===== src/hw/rtl/rpn_pkg.sv =====
package rpn_pkg;

    // Default sizes of the operand stack and of the values it holds.
    localparam int DEF_STACK_DEPTH = 16;
    localparam int DEF_VALUE_WIDTH = 32;

    // Field widths of the token and reply transfers.
    localparam int OP_WIDTH     = 3;
    localparam int NUM_WIDTH    = 32;
    localparam int STATUS_WIDTH = 4;

    // Token operation codes. Code 7 is unused and is handled as an invalid token.
    localparam logic [OP_WIDTH-1:0] OP_PUSH    = 3'd0;
    localparam logic [OP_WIDTH-1:0] OP_ADD     = 3'd1;
    localparam logic [OP_WIDTH-1:0] OP_SUB     = 3'd2;
    localparam logic [OP_WIDTH-1:0] OP_MUL     = 3'd3;
    localparam logic [OP_WIDTH-1:0] OP_DIV     = 3'd4;
    localparam logic [OP_WIDTH-1:0] OP_END     = 3'd5;
    localparam logic [OP_WIDTH-1:0] OP_INVALID = 3'd6;

    // Reply status codes.
    localparam logic [STATUS_WIDTH-1:0] ST_ACCEPTED  = 4'd0;
    localparam logic [STATUS_WIDTH-1:0] ST_RESULT    = 4'd1;
    localparam logic [STATUS_WIDTH-1:0] ST_TOO_FEW   = 4'd2;
    localparam logic [STATUS_WIDTH-1:0] ST_DIV_ZERO  = 4'd3;
    localparam logic [STATUS_WIDTH-1:0] ST_LEFTOVER  = 4'd4;
    localparam logic [STATUS_WIDTH-1:0] ST_EMPTY     = 4'd5;
    localparam logic [STATUS_WIDTH-1:0] ST_FULL      = 4'd6;
    localparam logic [STATUS_WIDTH-1:0] ST_DISCARDED = 4'd7;
    localparam logic [STATUS_WIDTH-1:0] ST_INVALID   = 4'd8;

    // One input token.
    typedef struct packed {
        logic [OP_WIDTH-1:0]         operation;
        logic signed [NUM_WIDTH-1:0] number;
    } rpn_token_t;

    // One reply.
    typedef struct packed {
        logic [STATUS_WIDTH-1:0]     status;
        logic signed [NUM_WIDTH-1:0] result;
    } rpn_reply_t;

endpackage


===== src/hw/rtl/rpn_stack_evaluator.sv =====
// Reverse Polish expression evaluator over signed saturating integers.
// Channels: a token is transferred at a rising edge where start is high and
// busy is low. Every token gives exactly one reply, shown on reply for one
// cycle with done high; the receiver cannot stall, so it must take it then.
// Push, end, invalid, discarded and too-few-operand tokens reply in the
// cycle after the transfer and busy never rises for them. Add and subtract
// do one stack memory read, then use the shared adder; a divide by zero is
// reported after that read. Multiply and divide load the magnitudes, then
// the same adder runs one shift-add or restore-subtract step per cycle, then
// negates and saturates the magnitude. busy is high throughout, and the next
// token may be transferred in the cycle in which done is high.
// Reset clears the stack count, the error latch and the sequencer. Stack
// memory contents are not cleared; only entries below the count are read.
// An end token reports the single remaining value or an error, then empties
// the stack and clears the error latch.
module rpn_stack_evaluator
    import rpn_pkg::*;
#(
    parameter int STACK_DEPTH = DEF_STACK_DEPTH,
    parameter int VALUE_WIDTH = DEF_VALUE_WIDTH
) (
    input  logic       clk,
    input  logic       rst_n,
    input  logic       start,
    input  rpn_token_t token,
    output logic       busy,
    output logic       done,
    output rpn_reply_t reply
);

    localparam int W  = VALUE_WIDTH;
    localparam int CW = $clog2(STACK_DEPTH + 1);
    localparam int AW = $clog2(STACK_DEPTH);
    localparam int SW = $clog2(VALUE_WIDTH);

    localparam logic [W-1:0]        VMAX   = {1'b0, {(W-1){1'b1}}};
    localparam logic [W-1:0]        VMIN   = {1'b1, {(W-1){1'b0}}};
    localparam logic signed [63:0]  VMAX64 = $signed(64'(VMAX));
    localparam logic signed [63:0]  VMIN64 = -VMAX64 - 64'sd1;
    localparam logic [CW-1:0]       DEPTH_C = CW'(STACK_DEPTH);
    localparam logic [SW-1:0]       LAST_STEP = SW'(VALUE_WIDTH - 1);

    typedef enum logic [1:0] {
        S_IDLE,
        S_LOAD,
        S_ITER,
        S_FINISH
    } state_t;

    state_t                  state_reg, state_next;
    logic [CW-1:0]           count_reg, count_next;
    logic                    latch_reg, latch_next;
    logic [W-1:0]            top_reg, top_next;
    logic [OP_WIDTH-1:0]     op_reg, op_next;
    logic [W-1:0]            a_reg, a_next;
    logic [W-1:0]            b_reg, b_next;
    logic [W:0]              hi_reg, hi_next;
    logic [W-1:0]            lo_reg, lo_next;
    logic                    neg_reg, neg_next;
    logic [SW-1:0]           step_reg, step_next;
    logic                    done_reg, done_next;
    rpn_reply_t              reply_reg, reply_next;

    // Stack memory with one write and one registered read port.
    logic [W-1:0]            stack_mem [STACK_DEPTH];
    logic [W-1:0]            rd_data_reg;
    logic                    wr_en;
    logic [AW-1:0]           wr_addr;
    logic [W-1:0]            wr_data;
    logic [CW-1:0]           count_m2;
    logic [AW-1:0]           rd_addr;

    // Shared adder used by add, subtract, multiply steps, divide steps and negation.
    logic [W:0]              add_a, add_b, add_sum;
    logic                    add_cin;

    // Operand views and helper values.
    logic signed [63:0]      num_ext;
    logic signed [63:0]      top_ext;
    logic [W-1:0]            push_val;
    logic [W-1:0]            l_val, r_val, l_mag, r_mag;
    logic [W-1:0]            addsub_val;
    logic [W:0]              rem_shift;
    logic                    mul_ovf, div_ovf, fin_ovf;
    logic [W-1:0]            fin_val;

    assign busy  = (state_reg != S_IDLE);
    assign done  = done_reg;
    assign reply = reply_reg;

    assign count_m2 = count_reg - CW'(2);
    assign rd_addr  = count_m2[AW-1:0];

    // Pushed numbers saturate to the value range.
    assign num_ext  = 64'($signed(token.number));
    assign push_val = (num_ext > VMAX64) ? VMAX :
                      (num_ext < VMIN64) ? VMIN : num_ext[W-1:0];
    assign top_ext  = 64'($signed(top_reg));

    // Left operand comes from memory, right operand is the cached top entry.
    assign l_val = rd_data_reg;
    assign r_val = top_reg;
    assign l_mag = l_val[W-1] ? ((~l_val) + W'(1)) : l_val;
    assign r_mag = r_val[W-1] ? ((~r_val) + W'(1)) : r_val;

    assign rem_shift = {hi_reg[W-1:0], lo_reg[W-1]};

    // Adder operand selection for each sequencer state.
    always_comb
    begin
        add_a   = '0;
        add_b   = '0;
        add_cin = 1'b0;
        case (state_reg)
            S_LOAD:
            begin
                add_a = {l_val[W-1], l_val};
                if (op_reg == OP_SUB)
                begin
                    add_b   = ~{r_val[W-1], r_val};
                    add_cin = 1'b1;
                end
                else
                begin
                    add_b = {r_val[W-1], r_val};
                end
            end
            S_ITER:
            begin
                if (op_reg == OP_MUL)
                begin
                    add_a = hi_reg;
                    add_b = {1'b0, a_reg};
                end
                else
                begin
                    add_a   = rem_shift;
                    add_b   = ~{1'b0, b_reg};
                    add_cin = 1'b1;
                end
            end
            S_FINISH:
            begin
                add_b   = ~{1'b0, lo_reg};
                add_cin = 1'b1;
            end
            default:
            begin
                add_a = '0;
            end
        endcase
    end

    assign add_sum = add_a + add_b + {{W{1'b0}}, add_cin};

    // Add and subtract saturate when the two top sum bits disagree.
    assign addsub_val = (add_sum[W] != add_sum[W-1]) ? (add_sum[W] ? VMIN : VMAX)
                                                     : add_sum[W-1:0];

    // Final magnitude checks for multiply and divide.
    assign mul_ovf = (hi_reg[W-1:0] != '0) ||
                     (lo_reg[W-1] && (!neg_reg || (lo_reg[W-2:0] != '0)));
    assign div_ovf = !neg_reg && lo_reg[W-1];
    assign fin_ovf = (op_reg == OP_MUL) ? mul_ovf : div_ovf;
    assign fin_val = fin_ovf ? (neg_reg ? VMIN : VMAX)
                             : (neg_reg ? add_sum[W-1:0] : lo_reg);

    // Sequencer and token handling.
    always_comb
    begin
        state_next = state_reg;
        count_next = count_reg;
        latch_next = latch_reg;
        top_next   = top_reg;
        op_next    = op_reg;
        a_next     = a_reg;
        b_next     = b_reg;
        hi_next    = hi_reg;
        lo_next    = lo_reg;
        neg_next   = neg_reg;
        step_next  = step_reg;
        done_next  = 1'b0;
        reply_next = reply_reg;
        wr_en      = 1'b0;
        wr_addr    = rd_addr;
        wr_data    = push_val;

        case (state_reg)
            S_IDLE:
            begin
                if (start)
                begin
                    reply_next.result = '0;
                    reply_next.status = ST_ACCEPTED;
                    if (token.operation == OP_END)
                    begin
                        done_next  = 1'b1;
                        count_next = '0;
                        latch_next = 1'b0;
                        if (latch_reg)
                        begin
                            reply_next.status = ST_DISCARDED;
                        end
                        else if (count_reg == '0)
                        begin
                            reply_next.status = ST_EMPTY;
                        end
                        else if (count_reg != CW'(1))
                        begin
                            reply_next.status = ST_LEFTOVER;
                        end
                        else
                        begin
                            reply_next.status = ST_RESULT;
                            reply_next.result = top_ext[NUM_WIDTH-1:0];
                        end
                    end
                    else if (latch_reg)
                    begin
                        done_next         = 1'b1;
                        reply_next.status = ST_DISCARDED;
                    end
                    else if (token.operation == OP_PUSH)
                    begin
                        done_next = 1'b1;
                        if (count_reg == DEPTH_C)
                        begin
                            reply_next.status = ST_FULL;
                            latch_next        = 1'b1;
                        end
                        else
                        begin
                            wr_en      = 1'b1;
                            wr_addr    = count_reg[AW-1:0];
                            wr_data    = push_val;
                            top_next   = push_val;
                            count_next = count_reg + CW'(1);
                        end
                    end
                    else if (token.operation == OP_ADD || token.operation == OP_SUB ||
                             token.operation == OP_MUL || token.operation == OP_DIV)
                    begin
                        if (count_reg < CW'(2))
                        begin
                            done_next         = 1'b1;
                            reply_next.status = ST_TOO_FEW;
                            latch_next        = 1'b1;
                        end
                        else
                        begin
                            op_next    = token.operation;
                            state_next = S_LOAD;
                        end
                    end
                    else
                    begin
                        done_next         = 1'b1;
                        reply_next.status = ST_INVALID;
                        latch_next        = 1'b1;
                    end
                end
            end

            S_LOAD:
            begin
                if (op_reg == OP_DIV && r_val == '0)
                begin
                    done_next         = 1'b1;
                    reply_next.status = ST_DIV_ZERO;
                    latch_next        = 1'b1;
                    state_next        = S_IDLE;
                end
                else if (op_reg == OP_ADD || op_reg == OP_SUB)
                begin
                    wr_en      = 1'b1;
                    wr_data    = addsub_val;
                    top_next   = addsub_val;
                    count_next = count_reg - CW'(1);
                    done_next  = 1'b1;
                    state_next = S_IDLE;
                end
                else
                begin
                    a_next     = l_mag;
                    b_next     = r_mag;
                    hi_next    = '0;
                    lo_next    = (op_reg == OP_MUL) ? r_mag : l_mag;
                    neg_next   = l_val[W-1] ^ r_val[W-1];
                    step_next  = '0;
                    state_next = S_ITER;
                end
            end

            S_ITER:
            begin
                if (op_reg == OP_MUL)
                begin
                    // Shift-add step: add the multiplicand when the low bit is set.
                    if (lo_reg[0])
                    begin
                        hi_next = {1'b0, add_sum[W:1]};
                        lo_next = {add_sum[0], lo_reg[W-1:1]};
                    end
                    else
                    begin
                        hi_next = {1'b0, hi_reg[W:1]};
                        lo_next = {hi_reg[0], lo_reg[W-1:1]};
                    end
                end
                else
                begin
                    // Restoring step: keep the difference when it is not negative.
                    hi_next = add_sum[W] ? rem_shift : add_sum;
                    lo_next = {lo_reg[W-2:0], !add_sum[W]};
                end
                step_next = step_reg + SW'(1);
                if (step_reg == LAST_STEP)
                begin
                    state_next = S_FINISH;
                end
            end

            S_FINISH:
            begin
                wr_en      = 1'b1;
                wr_data    = fin_val;
                top_next   = fin_val;
                count_next = count_reg - CW'(1);
                done_next  = 1'b1;
                state_next = S_IDLE;
            end

            default:
            begin
                state_next = S_IDLE;
            end
        endcase
    end

    // State, control and registered reply.
    always_ff @(posedge clk or negedge rst_n)
    begin
        if (!rst_n)
        begin
            state_reg <= S_IDLE;
            count_reg <= '0;
            latch_reg <= 1'b0;
            done_reg  <= 1'b0;
        end
        else
        begin
            state_reg <= state_next;
            count_reg <= count_next;
            latch_reg <= latch_next;
            done_reg  <= done_next;
        end
    end

    // Datapath registers need no reset.
    always_ff @(posedge clk)
    begin
        top_reg   <= top_next;
        op_reg    <= op_next;
        a_reg     <= a_next;
        b_reg     <= b_next;
        hi_reg    <= hi_next;
        lo_reg    <= lo_next;
        neg_reg   <= neg_next;
        step_reg  <= step_next;
        reply_reg <= reply_next;
    end

    // Stack memory.
    always_ff @(posedge clk)
    begin
        if (wr_en)
        begin
            stack_mem[wr_addr] <= wr_data;
        end
        rd_data_reg <= stack_mem[rd_addr];
    end

endmodule


===== config.mk =====
export PLATFORM = sky130hd
export DESIGN_NAME = rpn_stack_evaluator
export DESIGN_NICKNAME = d
export VERILOG_FILES = /design/src/hw/rtl/rpn_pkg.sv /design/src/hw/rtl/rpn_stack_evaluator.sv
export SDC_FILE = /design/constraint.sdc
export NUM_CORES = 1
export LEC_CHECK = 0
export ABC_AREA = 1
export BUFFER_PORTS_ARGS = -buffer_cell sky130_fd_sc_hd__buf_2
export CAP_MARGIN = 20
export CELL_PAD_IN_SITES_DETAIL_PLACEMENT = 1
export CELL_PAD_IN_SITES_GLOBAL_PLACEMENT = 1
export CORE_MARGIN = 8
export CORE_UTILIZATION = 50
export CTS_BUF_LIST = sky130_fd_sc_hd__clkbuf_4
export DETAILED_ROUTE_END_ITERATION = 8
export GPL_TIMING_DRIVEN = 0
export PLACE_DENSITY_LB_ADDON = 0.25
export SLEW_MARGIN = 0
export SYNTH_ARGS = -nofsm -noshare
export SYNTH_HDL_FRONTEND = slang
export SYNTH_SLANG_ARGS = --single-unit

===== constraint.sdc =====
create_clock -name clk -period 8.8 [get_ports clk]
set_input_delay 1.32 -clock clk [delete_from_list [all_inputs] [get_ports clk]]
set_output_delay 1.32 -clock clk [all_outputs]
set_load 0.1 [all_outputs]

==> metrics.txt <==
# TYPE chip_impl_metric gauge
chip_impl_metric{name="post_cts_hold_buffer_count",unit=""} 0
chip_impl_metric{name="floorplan.initialDensity",unit=""} 0.504
chip_impl_metric{name="layout.core_utilization",unit=""} 0.568
chip_impl_metric{name="clockBufferDepth",unit=""} 3
chip_impl_metric{name="worst-path-max-fanout",unit=""} 16
chip_impl_info{name="hold_path.class",value="in2async"} 1
chip_impl_info{name="synth_area_leaders",value="sky130_fd_sc_hd__edfxtp_1 56%, sky130_fd_sc_hd__nand2_1 7.3%, sky130_fd_sc_hd__o21ai_0 6.4%, sky130_fd_sc_hd__nor2_1 6.1%, sky130_fd_sc_hd__inv_1 3.6%"} 1
chip_impl_info{name="timing.critical_path.max_delay_family",value="simple AND/OR/NAND/NOR gates"} 1
chip_impl_metric{name="postSynthAreaPerCell",unit="sq um"} 9.34
chip_impl_metric{name="row_count",unit=""} 101
chip_impl_metric{name="hpwl",unit="mm"} 131
chip_impl_metric{name="die-height",unit="um"} 292
chip_impl_metric{name="count_of_synthesis_stage_warnings_from_yosys",unit=""} 0
chip_impl_metric{name="critical_path.max_stage_delay",unit="ns"} 0.77
chip_impl_metric{name="grt_max_degree",unit=""} 38
chip_impl_metric{name="layout.filler_cells",unit=""} 8676
chip_impl_metric{name="power_leakage",unit="nW"} 16.7
chip_impl_metric{name="ios",unit=""} 76
chip_impl_metric{name="synth_cell_type_count",unit=""} 46
chip_impl_metric{name="track_usage",unit=""} 0.407
chip_impl_metric{name="setup_viol",unit=""} 0
chip_impl_metric{name="core",unit="sq um"} 75800
chip_impl_metric{name="nets",unit=""} 4474
chip_impl_metric{name="drt_pass1_iterations",unit=""} 6
chip_impl_metric{name="post-route-drc-count",unit=""} 0
chip_impl_metric{name="total_routed_wirelength",unit="mm"} 179
chip_impl_info{name="synth_area_leader_cell",value="sky130_fd_sc_hd__edfxtp_1"} 1
chip_impl_info{name="timing.critical_path.to_type",value="register"} 1
chip_impl_info{name="timing.critical_path.slowest_stage_cell",value="sky130_fd_sc_hd__nand3_1"} 1
chip_impl_metric{name="report.power.total",unit="mW"} 19.5
chip_impl_metric{name="fmaxAchievable",unit="MHz"} 131
chip_impl_metric{name="multiInputGateArea",unit="sq um"} 13600
chip_impl_info{name="postSynth.topFlopCell",value="sky130_fd_sc_hd__edfxtp_1"} 1
chip_impl_info{name="worst_setup_sp_type",value="register"} 1
chip_impl_info{name="rsz_0062_raised_after_global_routing",value="false"} 1
chip_impl_metric{name="worst_max_slew_pin_slew",unit="ns"} 1.22
chip_impl_metric{name="timing.critical_path.buf_inv",unit=""} 8
chip_impl_metric{name="synth_largest_type_area_fraction",unit=""} 0.564
chip_impl_metric{name="synthesis.instances",unit=""} 4091
chip_impl_metric{name="htree_num_levels",unit=""} 4
chip_impl_metric{name="synth.ff_latch_count",unit=""} 759
chip_impl_info{name="cp_common_cell",value="sky130_fd_sc_hd__nand2_1"} 1
chip_impl_metric{name="period_share",unit=""} 0.868
chip_impl_metric{name="ys_seq_area_frac",unit=""} 0.587
chip_impl_metric{name="drt-wirelength-per-cell",unit="um"} 32.4
chip_impl_metric{name="num_vias",unit=""} 36100
chip_impl_metric{name="area_delta_synth_final",unit="%"} 12.7
chip_impl_info{name="clock_tree.root_cell",value="sky130_fd_sc_hd__clkbuf_4"} 1
chip_impl_metric{name="max-slew-margin-rel",unit=""} 0.188
chip_impl_metric{name="worst_skew_late_latency",unit="ns"} 1.13
chip_impl_metric{name="synth-edff-count",unit=""} 718
chip_impl_metric{name="worstPathArrival",unit="ns"} 8.13
chip_impl_metric{name="die_width",unit="um"} 292
chip_impl_metric{name="grt_pass1_wl",unit="mm"} 252
chip_impl_metric{name="power_density",unit="nW/um^2"} 452
chip_impl_metric{name="combined_flip_flop_and_latch_cell_area",unit="sq um"} 22400
chip_impl_metric{name="fin_crit",unit="ns"} 7.64
chip_impl_metric{name="path_clk_slew",unit="ns"} 0.07
chip_impl_metric{name="critical_path_required",unit="ns"} 9.28
chip_impl_info{name="final_cell_mix",value="740 x sky130_fd_sc_hd__nand2_1, 718 x sky130_fd_sc_hd__edfxtp_1, 607 x sky130_fd_sc_hd__nor2_1, 485 x sky130_fd_sc_hd__o21ai_0, 366 x sky130_fd_sc_hd__inv_1"} 1
chip_impl_metric{name="antenna_nets_post_route",unit=""} 0
chip_impl_info{name="setup.worst_path.class",value="reg2reg"} 1
chip_impl_info{name="run_status",value="finished clean"} 1
chip_impl_metric{name="clock_sinks",unit=""} 759
chip_impl_metric{name="dpl_cell_area",unit="sq um"} 40400
chip_impl_metric{name="hold_viol_final",unit=""} 0
chip_impl_metric{name="vdd_ir_drop_max",unit="mV"} 0.222
chip_impl_metric{name="layout.cell_area.non_filler",unit="sq um"} 43100
chip_impl_metric{name="place.gp.congestion",unit=""} 1.10
chip_impl_metric{name="largest_reg_flops",unit=""} 512
chip_impl_metric{name="final_layout_size_suffix_gt1_frac",unit=""} 0.104
chip_impl_metric{name="io_buffer_count",unit=""} 75
chip_impl_metric{name="globalRouteOverflowTotal",unit=""} 0
chip_impl_metric{name="syn-num-nets",unit=""} 4178
chip_impl_metric{name="fp.dieArea",unit="sq um"} 85600
chip_impl_metric{name="postSynth.asyncResetShare",unit=""} 0.0119
chip_impl_metric{name="cts.repair_timing.setup_buffer_count",unit=""} 0
chip_impl_metric{name="post_synth_instance_area",unit="sq um"} 38200
chip_impl_metric{name="drv_slew",unit=""} 0
chip_impl_metric{name="drt_iter0_markers",unit=""} 5332
chip_impl_metric{name="post_cts_repair_resize_count",unit=""} 0
chip_impl_metric{name="antenna_found_initial",unit=""} 4
chip_impl_metric{name="cts-buffers-inserted",unit=""} 195
chip_impl_metric{name="detail_routed_via_count_per_cell",unit=""} 6.53
chip_impl_info{name="cts_tree",value="yes"} 1
chip_impl_info{name="most_frequent_standard_cell_in_the_layout_excluding_fill_and_tap_cells",value="sky130_fd_sc_hd__nand2_1"} 1
chip_impl_metric{name="fin_worst_skew",unit="ns"} 0.0972
chip_impl_metric{name="maxCapViolCount",unit=""} 0
chip_impl_metric{name="first_global_vias",unit=""} 36200
metal layers:
layer,part of all wire,vias to the layer above,wire length [um],GRT usage
li1,-,15000,-,-
met1,0.34,17400,61200,0.475
met2,0.44,2899,78900,0.633
met3,0.12,842,21000,0.110
met4,0.10,0,18000,0.324
met5,0,-,0,0
worst paths after layout:
check | startpoint | end | slack (ns) | cells after the start
max | state_reg[0] | stack_mem[12][18] | 1.16 | 29
min | rst_n | done | 0.13 | 1
max reg2reg | state_reg[0] | stack_mem[12][18] | 1.16 | 29
min reg2reg | step_reg[3] | step_reg[3] | 0.61 | 2
max in group asynchronous | rst_n | state_reg[0] | 8.44 | 1
min in group clk | token[33] | op_reg[1] | 0.47 | 1
cell type report:
| cell class | count | share of cell area |
|---|---|---|
| tap | 978 | 0.0284 |
| antenna | 8 | 0.000465 |
| timing repair buffer | 99 | 0.0204 |
| inverter | 373 | 0.0326 |
| buffer | 231 | 0.0216 |
| multi-input combinational | 2728 | 0.316 |
| clock buffer | 285 | 0.0497 |
| sequential | 759 | 0.521 |
| clock inverter | 71 | 0.0107 |
worst register-to-register path: cells and delay by family, from the launching register on:
family          cells  cell delay [ns]
compound gates      1             0.34
fa+ha+maj           3             0.96
buf+inv             8             2.62
flops               1             0.40
simple gates       17             2.73
synth_stat cells, types with 15 or more instances:
cell type and n:
sky130_fd_sc_hd__a21oi_1 163, sky130_fd_sc_hd__a22oi_1 21, sky130_fd_sc_hd__a31oi_1 35, sky130_fd_sc_hd__buf_2 17, sky130_fd_sc_hd__clkbuf_1 194, sky130_fd_sc_hd__dfxtp_1 32, sky130_fd_sc_hd__edfxtp_1 718, sky130_fd_sc_hd__ha_1 47
sky130_fd_sc_hd__inv_1 367, sky130_fd_sc_hd__nand2_1 740, sky130_fd_sc_hd__nand3_1 219, sky130_fd_sc_hd__nand4_1 28, sky130_fd_sc_hd__nor2_1 625, sky130_fd_sc_hd__nor3_1 15, sky130_fd_sc_hd__o211ai_1 59, sky130_fd_sc_hd__o21ai_0 485
sky130_fd_sc_hd__o221ai_1 110, sky130_fd_sc_hd__o22ai_1 61, sky130_fd_sc_hd__xor2_1 56
cells by family (layout without fill, tap and decap cells):
family                     after synthesis  count (layout)  synth area share
and+or+nand+nor                       1665            1665             0.176
xor gates and xnor gates                60              60            0.0137
adders and majority gates               49              49            0.0164
DFF                                    759             759             0.587
other                                    0               8                 0
buffers and inverters                  604            1059            0.0609
AOI/OAI and AO/OA                      954             954             0.146
through the flow:
stage | TNS, ns | hold WS, ns | setup slack [ns] | std cells
2_1_floorplan | 0 | 0.425 | 2.63 | 4091
3_3_place_gp | -48.87 | 0.539 | -0.707 | 5144
3_5_place_dp | 0 | 0.577 | 1.53 | 5166
4_1_cts | 0 | 0.0181 | 1.47 | 5522
5_1_grt | 0 | 0.0801 | 0.945 | 5528
6_report | 0 | 0.127 | 1.16 | 5532
where the power goes:
group | leakage (nW) | switching, mW | internal, mW
sequential | 6.98 | 0.583 | 5.38
combinational | 8.24 | 8.18 | 2.07
clock | 1.52 | 1.66 | 1.60
total | 16.7 | 10.4 | 9.06
No activity file was read; power rests on OpenSTA's default activity.
